--- config.mk ---
export PLATFORM = sky130hd
export DESIGN_NAME = rgb_to_hsv_flat
export DESIGN_NICKNAME = d
export VERILOG_FILES = /design/src/rtl/rth_pkg.sv /design/src/rtl/rth_if.sv /design/src/rtl/rth_front.sv /design/src/rtl/rth_div_step.sv /design/src/rtl/rgb_to_hsv.sv /design/src/flat_wrapper.sv
export SDC_FILE = /design/constraint.sdc
export NUM_CORES = 1
export LEC_CHECK = 0
export ABC_AREA = 1
export BUFFER_PORTS_ARGS = -buffer_cell sky130_fd_sc_hd__buf_2
export CORE_ASPECT_RATIO = 0.75
export CORE_MARGIN = 10
export CORE_UTILIZATION = 60
export DETAILED_ROUTE_END_ITERATION = 7
export PLACE_DENSITY = 0.77
export SLEW_MARGIN = 40
export SYNTH_ARGS = -nofsm -noshare
export SYNTH_HDL_FRONTEND = slang
export SYNTH_SLANG_ARGS = --single-unit
--- constraint.sdc ---
create_clock -name clock -period 20.1 [get_ports clock]
set_input_delay 1.005 -clock clock [delete_from_list [all_inputs] [get_ports clock]]
set_output_delay 1.005 -clock clock [all_outputs]
set_load 0.02 [all_outputs]
--- src/rtl/rth_pkg.sv ---
// Package with field widths, shared constants and types of the RGB to HSV converter.
package rth_pkg;

   localparam int CHAN_W = 8;
   localparam int HUE_W  = 15;
   localparam int SAT_W  = 13;
   localparam int BRI_W  = 8;

   // Divisors are twice chroma or twice value, so they need one bit more than a channel.
   localparam int DIV_W  = CHAN_W + 1;

   // Scaled sector difference plus sector offset, at most six times chroma.
   localparam int X_W    = 11;

   localparam int SECTOR_DEG    = 60;
   localparam int FULL_TURN_DEG = 360;

   typedef struct packed {
      logic              gray;
      logic [BRI_W-1:0]  bright;
   } side_type;

endpackage

--- src/rtl/rth_if.sv ---
// Valid/ready channel interfaces for the pixel input and the HSV result.
interface rth_req_if;
   logic                           valid;
   logic                           ready;
   logic [rth_pkg::CHAN_W-1:0]     red;
   logic [rth_pkg::CHAN_W-1:0]     green;
   logic [rth_pkg::CHAN_W-1:0]     blue;

   modport source (output valid, output red, output green, output blue, input ready);
   modport sink   (input valid, input red, input green, input blue, output ready);
endinterface

interface rth_rsp_if;
   logic                           valid;
   logic                           ready;
   logic [rth_pkg::HUE_W-1:0]      hue;
   logic [rth_pkg::SAT_W-1:0]      saturation;
   logic [rth_pkg::BRI_W-1:0]      brightness;

   modport source (output valid, output hue, output saturation, output brightness, input ready);
   modport sink   (input valid, input hue, input saturation, input brightness, output ready);
endinterface

--- src/rtl/rth_front.sv ---
// Front stages: input register, max/min and sector select, numerator and divisor forming.
module rth_front #(
   parameter int HFB = 6,
   parameter int SFB = 12,
   parameter int QW  = 15
) (
   input  logic                          clock,
   input  logic                          reset,
   input  logic                          in_valid,
   output logic                          in_ready,
   input  logic [rth_pkg::CHAN_W-1:0]    red,
   input  logic [rth_pkg::CHAN_W-1:0]    green,
   input  logic [rth_pkg::CHAN_W-1:0]    blue,
   output logic                          out_valid,
   input  logic                          out_ready,
   output rth_pkg::side_type             out_side,
   output logic [rth_pkg::DIV_W-1:0]     out_rem_h,
   output logic [QW-1:0]                 out_work_h,
   output logic [rth_pkg::DIV_W-1:0]     out_dsr_h,
   output logic [rth_pkg::DIV_W-1:0]     out_rem_s,
   output logic [QW-1:0]                 out_work_s,
   output logic [rth_pkg::DIV_W-1:0]     out_dsr_s
);

   localparam int NW = QW + rth_pkg::DIV_W;
   localparam logic [NW-1:0] HUE_MUL = NW'(2 * rth_pkg::SECTOR_DEG * (2 ** HFB));

   localparam int CW = rth_pkg::CHAN_W;
   localparam int XW = rth_pkg::X_W;

   logic             v0_ff, v1_ff, v2_ff;
   logic             rdy0, rdy1, rdy2;

   logic [CW-1:0]    r0_ff, g0_ff, b0_ff;

   logic [CW-1:0]    hi_in, lo_in, c_in;
   logic [XW-1:0]    x_in, c2, c4, c6;
   logic [CW-1:0]    hi1_ff, c1_ff;
   logic [XW-1:0]    x1_ff;

   logic [NW-1:0]    nh_in, ns_in;
   rth_pkg::side_type side_ff;
   logic [rth_pkg::DIV_W-1:0] rem_h_ff, dsr_h_ff, rem_s_ff, dsr_s_ff;
   logic [QW-1:0]    work_h_ff, work_s_ff;

   assign rdy2     = !v2_ff || out_ready;
   assign rdy1     = !v1_ff || rdy2;
   assign rdy0     = !v0_ff || rdy1;
   assign in_ready = rdy0;

   // Largest, smallest and the scaled difference of the winning sector.
   always_comb begin
      hi_in = r0_ff;
      lo_in = r0_ff;
      if (g0_ff > hi_in) hi_in = g0_ff;
      if (b0_ff > hi_in) hi_in = b0_ff;
      if (g0_ff < lo_in) lo_in = g0_ff;
      if (b0_ff < lo_in) lo_in = b0_ff;
      c_in = hi_in - lo_in;
      c2   = XW'(c_in) << 1;
      c4   = XW'(c_in) << 2;
      c6   = c4 + c2;
      if (r0_ff == hi_in) begin
         if (g0_ff >= b0_ff) begin
            x_in = XW'(g0_ff) - XW'(b0_ff);
         end else begin
            x_in = XW'(g0_ff) + c6 - XW'(b0_ff);
         end
      end else if (g0_ff == hi_in) begin
         x_in = XW'(b0_ff) + c2 - XW'(r0_ff);
      end else begin
         x_in = XW'(r0_ff) + c4 - XW'(g0_ff);
      end
   end

   // Rounded quotients are floor((2n + d) / 2d), so the dividends carry the half divisor.
   always_comb begin
      nh_in = NW'(x1_ff) * HUE_MUL + NW'(c1_ff);
      ns_in = (NW'(c1_ff) << (SFB + 1)) + NW'(hi1_ff);
   end

   always_ff @(posedge clock) begin
      if (reset) begin
         v0_ff <= 1'b0;
         v1_ff <= 1'b0;
         v2_ff <= 1'b0;
      end else begin
         if (rdy0) v0_ff <= in_valid;
         if (rdy1) v1_ff <= v0_ff;
         if (rdy2) v2_ff <= v1_ff;
      end
      if (rdy0) begin
         r0_ff <= red;
         g0_ff <= green;
         b0_ff <= blue;
      end
      if (rdy1) begin
         hi1_ff <= hi_in;
         c1_ff  <= c_in;
         x1_ff  <= x_in;
      end
      if (rdy2) begin
         side_ff.gray   <= (c1_ff == '0);
         side_ff.bright <= hi1_ff;
         rem_h_ff       <= nh_in[NW-1:QW];
         work_h_ff      <= nh_in[QW-1:0];
         dsr_h_ff       <= {c1_ff, 1'b0};
         rem_s_ff       <= ns_in[NW-1:QW];
         work_s_ff      <= ns_in[QW-1:0];
         dsr_s_ff       <= {hi1_ff, 1'b0};
      end
   end

   assign out_valid  = v2_ff;
   assign out_side   = side_ff;
   assign out_rem_h  = rem_h_ff;
   assign out_work_h = work_h_ff;
   assign out_dsr_h  = dsr_h_ff;
   assign out_rem_s  = rem_s_ff;
   assign out_work_s = work_s_ff;
   assign out_dsr_s  = dsr_s_ff;

endmodule

--- src/rtl/rth_div_step.sv ---
// One restoring-division stage that retires one quotient bit of the hue and saturation lanes.
module rth_div_step #(
   parameter int QW = 15
) (
   input  logic                          clock,
   input  logic                          reset,
   input  logic                          in_valid,
   output logic                          in_ready,
   input  rth_pkg::side_type             in_side,
   input  logic [rth_pkg::DIV_W-1:0]     in_rem_h,
   input  logic [QW-1:0]                 in_work_h,
   input  logic [rth_pkg::DIV_W-1:0]     in_dsr_h,
   input  logic [rth_pkg::DIV_W-1:0]     in_rem_s,
   input  logic [QW-1:0]                 in_work_s,
   input  logic [rth_pkg::DIV_W-1:0]     in_dsr_s,
   output logic                          out_valid,
   input  logic                          out_ready,
   output rth_pkg::side_type             out_side,
   output logic [rth_pkg::DIV_W-1:0]     out_rem_h,
   output logic [QW-1:0]                 out_work_h,
   output logic [rth_pkg::DIV_W-1:0]     out_dsr_h,
   output logic [rth_pkg::DIV_W-1:0]     out_rem_s,
   output logic [QW-1:0]                 out_work_s,
   output logic [rth_pkg::DIV_W-1:0]     out_dsr_s
);

   localparam int DW = rth_pkg::DIV_W;

   logic              valid_ff;
   rth_pkg::side_type side_ff;
   logic [DW-1:0]     rem_h_ff, dsr_h_ff, rem_s_ff, dsr_s_ff;
   logic [QW-1:0]     work_h_ff, work_s_ff;

   logic [DW:0]       t_h, t_s, d_h, d_s;
   logic              ge_h, ge_s;
   logic [DW-1:0]     rem_h_in, rem_s_in;

   assign in_ready = !valid_ff || out_ready;

   // While the divisor is nonzero the partial remainder stays below it, so one compare and subtract fits.
   always_comb begin
      t_h      = {in_rem_h, in_work_h[QW-1]};
      d_h      = {1'b0, in_dsr_h};
      ge_h     = (t_h >= d_h);
      rem_h_in = ge_h ? DW'(t_h - d_h) : t_h[DW-1:0];
      t_s      = {in_rem_s, in_work_s[QW-1]};
      d_s      = {1'b0, in_dsr_s};
      ge_s     = (t_s >= d_s);
      rem_s_in = ge_s ? DW'(t_s - d_s) : t_s[DW-1:0];
   end

   always_ff @(posedge clock) begin
      if (reset) begin
         valid_ff <= 1'b0;
      end else if (in_ready) begin
         valid_ff <= in_valid;
      end
      if (in_ready) begin
         side_ff   <= in_side;
         rem_h_ff  <= rem_h_in;
         work_h_ff <= {in_work_h[QW-2:0], ge_h};
         dsr_h_ff  <= in_dsr_h;
         rem_s_ff  <= rem_s_in;
         work_s_ff <= {in_work_s[QW-2:0], ge_s};
         dsr_s_ff  <= in_dsr_s;
      end
   end

   assign out_valid  = valid_ff;
   assign out_side   = side_ff;
   assign out_rem_h  = rem_h_ff;
   assign out_work_h = work_h_ff;
   assign out_dsr_h  = dsr_h_ff;
   assign out_rem_s  = rem_s_ff;
   assign out_work_s = work_s_ff;
   assign out_dsr_s  = dsr_s_ff;

endmodule

--- src/rtl/rgb_to_hsv.sv ---
// Top level of the pipelined RGB to HSV pixel converter.
//
//   Channel   Direction  Beat contents
//   req_bus   in         red, green, blue (8 bits each)
//   rsp_bus   out        hue (15), saturation (13), brightness (8)
//
// One pixel enters per clock and one result leaves per clock when the sink keeps up.
// The path is three front stages and then one divider stage per quotient bit, QW divider
// stages in all, where QW is the wider of the hue and saturation quotients.
// Reset is synchronous and active high and empties every stage; payload is not cleared.
// Each stage loads whenever it is empty or its successor moves, so a stall on rsp_bus
// fills the bubbles behind it and then holds every beat in place, none lost or repeated.
module rgb_to_hsv #(
   parameter int HUE_FRAC_BITS = 6,
   parameter int SAT_FRAC_BITS = 12
) (
   input  logic       clock,
   input  logic       reset,
   rth_req_if.sink    req_bus,
   rth_rsp_if.source  rsp_bus
);

   // Hue quotient is below 360 degrees in hue units, plus one for rounding up to the turn.
   localparam int HUE_MAX = rth_pkg::FULL_TURN_DEG * (2 ** HUE_FRAC_BITS);
   localparam int HQW     = $clog2(HUE_MAX + 1);
   // Saturation quotient reaches exactly 1.0 when the smallest channel is zero.
   localparam int SQW     = SAT_FRAC_BITS + 1;
   localparam int QW      = (HQW > SQW) ? HQW : SQW;
   localparam int DW      = rth_pkg::DIV_W;

   localparam bit HUE_FITS = (HUE_MAX <= (2 ** rth_pkg::HUE_W));
   localparam bit SAT_FITS = (SQW <= rth_pkg::SAT_W);
   localparam int SAT_ONE  = 2 ** SAT_FRAC_BITS;

   // Stage k of the divider reads slot k and writes slot k + 1; slot 0 is the front end.
   logic              valid [0:QW];
   logic              ready [0:QW];
   rth_pkg::side_type side  [0:QW];
   logic [DW-1:0]     rem_h [0:QW];
   logic [DW-1:0]     dsr_h [0:QW];
   logic [DW-1:0]     rem_s [0:QW];
   logic [DW-1:0]     dsr_s [0:QW];
   logic [QW-1:0]     work_h [0:QW];
   logic [QW-1:0]     work_s [0:QW];

   rth_front #(
      .HFB (HUE_FRAC_BITS),
      .SFB (SAT_FRAC_BITS),
      .QW  (QW)
   ) u_front (
      .clock      (clock),
      .reset      (reset),
      .in_valid   (req_bus.valid),
      .in_ready   (req_bus.ready),
      .red        (req_bus.red),
      .green      (req_bus.green),
      .blue       (req_bus.blue),
      .out_valid  (valid[0]),
      .out_ready  (ready[0]),
      .out_side   (side[0]),
      .out_rem_h  (rem_h[0]),
      .out_work_h (work_h[0]),
      .out_dsr_h  (dsr_h[0]),
      .out_rem_s  (rem_s[0]),
      .out_work_s (work_s[0]),
      .out_dsr_s  (dsr_s[0])
   );

   // After QW steps the work registers hold the rounded quotients.
   for (genvar k = 0; k < QW; k++) begin : g_div
      rth_div_step #(
         .QW (QW)
      ) u_step (
         .clock      (clock),
         .reset      (reset),
         .in_valid   (valid[k]),
         .in_ready   (ready[k]),
         .in_side    (side[k]),
         .in_rem_h   (rem_h[k]),
         .in_work_h  (work_h[k]),
         .in_dsr_h   (dsr_h[k]),
         .in_rem_s   (rem_s[k]),
         .in_work_s  (work_s[k]),
         .in_dsr_s   (dsr_s[k]),
         .out_valid  (valid[k+1]),
         .out_ready  (ready[k+1]),
         .out_side   (side[k+1]),
         .out_rem_h  (rem_h[k+1]),
         .out_work_h (work_h[k+1]),
         .out_dsr_h  (dsr_h[k+1]),
         .out_rem_s  (rem_s[k+1]),
         .out_work_s (work_s[k+1]),
         .out_dsr_s  (dsr_s[k+1])
      );
   end

   assign ready[QW] = rsp_bus.ready;
   assign rsp_bus.valid = valid[QW];

   // A gray pixel divides by zero chroma and a black one by zero value; both quotients
   // are garbage then and are forced to zero. The remainders of the last stage go unused
   // as results but still check the divider below.
   assign rsp_bus.hue        = side[QW].gray ? '0 : rth_pkg::HUE_W'(work_h[QW]);
   assign rsp_bus.saturation = (side[QW].bright == '0) ? '0
                                                       : rth_pkg::SAT_W'(work_s[QW]);
   assign rsp_bus.brightness = side[QW].bright;

`ifndef SYNTHESIS
   // A black pixel has neither hue nor saturation.
   a_black: assert property (@(posedge clock) disable iff (reset)
      (rsp_bus.valid && rsp_bus.brightness == '0)
         |-> (rsp_bus.saturation == '0 && rsp_bus.hue == '0))
      else $error("black pixel gave nonzero hue or saturation");

   // Any chroma of one or more gives a nonzero saturation, so zero saturation means gray.
   // This only holds while the saturation quotient fits its field without wrapping.
   a_gray: assert property (@(posedge clock) disable iff (reset)
      (rsp_bus.valid && SAT_FITS && rsp_bus.saturation == '0) |-> (rsp_bus.hue == '0))
      else $error("zero saturation with nonzero hue");

   a_hue_range: assert property (@(posedge clock) disable iff (reset)
      (rsp_bus.valid && HUE_FITS) |-> (32'(rsp_bus.hue) < HUE_MAX))
      else $error("hue reached a full turn");

   a_sat_range: assert property (@(posedge clock) disable iff (reset)
      (rsp_bus.valid && SAT_FITS) |-> (32'(rsp_bus.saturation) <= SAT_ONE))
      else $error("saturation above one");

   // For a colored pixel the hue remainder must end below its divisor.
   a_rem: assert property (@(posedge clock) disable iff (reset)
      (rsp_bus.valid && !side[QW].gray) |-> (rem_h[QW] < dsr_h[QW]))
      else $error("hue divider remainder out of range");

   // Likewise the saturation remainder for any pixel that is not black.
   a_rem_s: assert property (@(posedge clock) disable iff (reset)
      (rsp_bus.valid && side[QW].bright != '0) |-> (rem_s[QW] < dsr_s[QW]))
      else $error("saturation divider remainder out of range");
`endif

endmodule

--- src/flat_wrapper.sv ---
// flat-port wrapper written by rule: the top's interface ports become plain ports
module rgb_to_hsv_flat 
#(
   parameter int HUE_FRAC_BITS = 6,
   parameter int SAT_FRAC_BITS = 12
)
  (clock, reset, req_bus_valid, req_bus_red, req_bus_green, req_bus_blue, req_bus_ready, rsp_bus_valid, rsp_bus_hue, rsp_bus_saturation, rsp_bus_brightness, rsp_bus_ready);
  rth_req_if req_bus_i ();
  rth_rsp_if rsp_bus_i ();
  input  logic clock;
  input  logic reset;
  input wire logic [$bits(req_bus_i.valid)-1:0] req_bus_valid;
  input wire logic [$bits(req_bus_i.red)-1:0] req_bus_red;
  input wire logic [$bits(req_bus_i.green)-1:0] req_bus_green;
  input wire logic [$bits(req_bus_i.blue)-1:0] req_bus_blue;
  output wire logic [$bits(req_bus_i.ready)-1:0] req_bus_ready;
  output wire logic [$bits(rsp_bus_i.valid)-1:0] rsp_bus_valid;
  output wire logic [$bits(rsp_bus_i.hue)-1:0] rsp_bus_hue;
  output wire logic [$bits(rsp_bus_i.saturation)-1:0] rsp_bus_saturation;
  output wire logic [$bits(rsp_bus_i.brightness)-1:0] rsp_bus_brightness;
  input wire logic [$bits(rsp_bus_i.ready)-1:0] rsp_bus_ready;
  assign req_bus_i.valid = req_bus_valid;
  assign req_bus_i.red = req_bus_red;
  assign req_bus_i.green = req_bus_green;
  assign req_bus_i.blue = req_bus_blue;
  assign req_bus_ready = req_bus_i.ready;
  assign rsp_bus_valid = rsp_bus_i.valid;
  assign rsp_bus_hue = rsp_bus_i.hue;
  assign rsp_bus_saturation = rsp_bus_i.saturation;
  assign rsp_bus_brightness = rsp_bus_i.brightness;
  assign rsp_bus_i.ready = rsp_bus_ready;
  rgb_to_hsv #(.HUE_FRAC_BITS(HUE_FRAC_BITS), .SAT_FRAC_BITS(SAT_FRAC_BITS)) u_core (.clock(clock), .reset(reset), .req_bus(req_bus_i), .rsp_bus(rsp_bus_i));
endmodule
==> impl_metrics.tcl <==
set metrics [dict create \
    result_of_the_run "complete, no violations" \
    h-tree-depth 3 \
    postRouteAntennaNets 0 \
    count_of_flip_flops_with_a_built_in_enable_after_synthesis 786 \
    num_vias 24860 \
    finalClockSkew_ns 0.05645 \
    clkSlewWorstSetupHoldPaths_ns 0.06 \
    cts-root-to-sink-buffers 3 \
    synth_flop_cell "sky130_fd_sc_hd__edfxtp_1" \
    synth.mux.area_fraction_pct 0.02754 \
    die-height_um 246.1 \
    antenna-diode-count 0 \
    arrival_ns 8.73 \
    worstHoldPathType "flip-flop to flip-flop" \
    hp-start "u_core.g_div[8].u_step.out_work_s[6]$_DFFE_PP_" \
    yosys.cell_types.count 52 \
    insertion_delay_ns 0.66 \
    critical_path_required_ns 19.09 \
    drt_first_pass_iters 6 \
    route.met3.wl_um 4683 \
    initial_utilization_pct 60.93 \
    setup.worst_path.start "rsp_bus_ready" \
    finalSetupTns_ns 0 \
    area_share_of_the_largest_cell_type_after_synthesis_pct 57.73 \
    synthesis.yosys.warnings 0 \
    via_count_of_the_first_global_routing_pass 24380 \
    cts_setup_buffers 0 \
    end_of_flow_core_utilization_pct 66.66 \
    main_combinational_cell_family_by_area_after_synthesis "adder cells" \
    post_synth.cell_area_avg_sq_um 11.48 \
    cp-end-kind "primary output" \
    synth_compound_gate_area_share_pct 8.245 \
    rows 82 \
    dieWidth_um 321.4 \
    met2_wirelength_um 35350 \
    cts_num_sinks 804 \
    report.final.slew_viol_count 0 \
    post_synth_and_or_nand_nor_area_fraction_pct 9.288 \
    areaGrowthSynthToFinish_pct 9.399 \
    syn-num-nets 3988 \
    top_layer_used "met4" \
    report.final.setup_viol 0 \
    cts_buffers 77 \
    grt_first_pass_wirelength_um 123700 \
    finalWirelength_um 75610 \
    ys_seq_area_share_pct 58.61 \
    gp_congestion 0.9117 \
    core-area_sq_mm 0.06710 \
    rr_startpoint "u_core.u_front.r0_ff[6]$_DFFE_PP_" \
    cpMostUsedCell "sky130_fd_sc_hd__nor2_2" \
    cts_tree "done" \
    post_synth_main_area_contributors "sky130_fd_sc_hd__edfxtp_1, sky130_fd_sc_hd__ha_1, sky130_fd_sc_hd__inv_1" \
    num_io_pins 66 \
    timing.final.crit_period_ns 9.739 \
    timing_worst_slew_pin_value_ns 0.8858 \
    drt-met1-wl_um 33970 \
    maximum_number_of_pins_on_one_net_before_global_route_repair 61 \
    synth.ff_latch_count 804 \
    crit_fanout 59 \
    timing.fmax_mhz 102.7 \
    nFillCells 4792 \
    synth_largest_area_cell "sky130_fd_sc_hd__edfxtp_1" \
    slew-limit-headroom_pct 40.32 \
    drive_above_1_share_pct 7.139 \
    synthAdderAreaFrac_pct 13.58 \
    post-dp-hpwl_um 54870 \
    criticalPathCategory "primary input to primary output" \
    overflow 0 \
    via_per_inst 5.395 \
    syn_area_sq_mm 0.04088 \
    finalNetCount 4089 \
    number_of_antenna_violations_at_the_first_check_in_global_routing 1 \
    grt_setup_unrepaired "no" \
    cts_hold_repair.buffers 0 \
    postSynth.asyncResetShare_pct 0 \
    ctsResizeCount 0 \
    start_kind "primary input" \
    timing.hold.ws_ns 0.3987 \
    max_stage_delay_ns 0.60 \
    root_buffer "sky130_fd_sc_hd__clkbuf_16" \
    groute.usage.overall_pct 19.18 \
    synth_xor_xnor_area_share_pct 4.367 \
    drv_cap 0 \
    io_buffers 65 \
    final.period_utilization_pct 48.45 \
    timing.critical_path.slowest_stage_cell "sky130_fd_sc_hd__nand2_2" \
    synthCells 3562 \
    finalHoldViolations 0 \
    first_iter_violations 2199 \
    detail_route.wl_per_cell_um 16.41 \
    floorplan_die_area_sq_mm 0.07909 \
    drt_drc_violations_left 0 \
]
==> cell usage after synthesis, types with 4 or more instances <==
library cell and number:
sky130_fd_sc_hd__ha_1 322, sky130_fd_sc_hd__nor4_1 13, sky130_fd_sc_hd__fa_1 76, sky130_fd_sc_hd__o21ai_1 7, sky130_fd_sc_hd__xnor2_1 57, sky130_fd_sc_hd__buf_4 9, sky130_fd_sc_hd__a211oi_1 14, sky130_fd_sc_hd__o31ai_1 9
sky130_fd_sc_hd__inv_2 14, sky130_fd_sc_hd__a21o_1 4, sky130_fd_sc_hd__inv_1 556, sky130_fd_sc_hd__or2_2 8, sky130_fd_sc_hd__nor2_1 375, sky130_fd_sc_hd__nand3_1 78, sky130_fd_sc_hd__a21oi_1 367, sky130_fd_sc_hd__o21bai_1 14
sky130_fd_sc_hd__and2_1 4, sky130_fd_sc_hd__xor2_1 145, sky130_fd_sc_hd__nand2_1 353, sky130_fd_sc_hd__o21ai_0 154, sky130_fd_sc_hd__o211ai_1 24, sky130_fd_sc_hd__clkbuf_1 39, sky130_fd_sc_hd__nor3_1 32, sky130_fd_sc_hd__dfxtp_1 18
sky130_fd_sc_hd__a31oi_1 8, sky130_fd_sc_hd__nand4_1 6, sky130_fd_sc_hd__nand2_2 19, sky130_fd_sc_hd__edfxtp_1 786, sky130_fd_sc_hd__nor2_2 12
==> routing by layer <==
layer,track usage [%],vias up
li1,-,12370
met1,26.12,11730
met2,31.86,638
met3,3.227,124
met4,4.892,0
met5,0,-
==> cells in the final DEF, fill, tap and decap left out, types with 24 or more instances in the layout <==
cell type	Yosys	layout
sky130_fd_sc_hd__edfxtp_1	786	786
sky130_fd_sc_hd__inv_1	556	554
sky130_fd_sc_hd__nor2_1	375	375
sky130_fd_sc_hd__a21oi_1	367	367
sky130_fd_sc_hd__nand2_1	353	353
sky130_fd_sc_hd__ha_1	322	322
sky130_fd_sc_hd__o21ai_0	154	153
sky130_fd_sc_hd__xor2_1	145	145
sky130_fd_sc_hd__nand3_1	78	78
sky130_fd_sc_hd__clkbuf_16	0	77
sky130_fd_sc_hd__fa_1	76	76
sky130_fd_sc_hd__buf_2	2	65
sky130_fd_sc_hd__xnor2_1	57	57
sky130_fd_sc_hd__nor3_1	32	32
sky130_fd_sc_hd__o211ai_1	24	24
==> sequential cells by signal, summed over array words and instances (netlist names) <==
register and flops:
u_core.u_front.out_work_s 1, u_core.u_front.out_dsr_h 7, u_core.u_front.b0_ff 8, u_core.u_front.c1_ff 8
u_core.g_div.u_step.out_dsr_s 63, u_core.g_div.u_step.out_side 30, u_core.u_front.out_side 8, u_core.u_front.hi1_ff 8
u_core.u_front.out_valid 1, u_core.u_front.out_rem_h 9, u_core.g_div.u_step.out_rem_h 125, u_core.g_div.u_step.out_rem_s 120
u_core.u_front.g0_ff 8, u_core.g_div.u_step.out_work_h 170, u_core.u_front.v1_ff 1, u_core.u_front.v0_ff 1
u_core.u_front.r0_ff 8, u_core.g_div.u_step.out_work_s 126, u_core.g_div.u_step.out_dsr_h 69, u_core.u_front.out_work_h 7
u_core.u_front.x1_ff 11, u_core.g_div.u_step.out_valid 15
==> logic make-up after synthesis <==
family	count (synthesis)
adder cells (fa/ha/maj)	398
multiplexers	1
AO/OA/AOI/OAI	620
buffers and inverters	624
AND/OR/NAND/NOR	912
flip-flops	804
XOR/XNOR	203
==> through the flow <==
stage          setup slack, ns  instances  instance area (sq um)
2_1_floorplan            8.691       3562                  40880
3_3_place_gp             9.486       4466                  42130
3_5_place_dp             10.25       4466                  42140
4_1_cts                  10.15       4608                  44720
5_1_grt                  9.470       4608                  44730
6_report                 10.36       4608                  44730
==> worst paths after layout <==
kind | to | cells after the start | slack, ns
worst max-delay path | req_bus_ready | 34 | 10.36
worst min-delay path | u_core.g_div[9].u_step.out_work_s[7]$_DFFE_PP_ | 0 | 0.40
worst max register to register | u_core.u_front.x1_ff[10]$_DFFE_PP_ | 41 | 11.71
worst min register to register | u_core.g_div[9].u_step.out_work_s[7]$_DFFE_PP_ | 0 | 0.40
==> layout make-up <==
| type | count | area (sq um) | share of cell area [%] |
|---|---|---|---|
| repair buffers | 76 | 407.9 | 0.9120 |
| clock buffers | 99 | 2039 | 4.560 |
| clock inverters | 43 | 540.5 | 1.209 |
| flip-flops and latches | 804 | 23960 | 53.58 |
| multi-input cells | 2134 | 14520 | 32.47 |
| inverters | 570 | 2147 | 4.801 |
| well taps | 882 | 1104 | 2.467 |
==> critical path: cells and delay by family <==
kind / cells / cell delay, ns
buffers and inverters: 16 / 4.85
AND/OR/NAND/NOR: 18 / 2.75
Power is not shown: default switching activity piles up to over one toggle a cycle in this logic, so the estimate is an artifact.
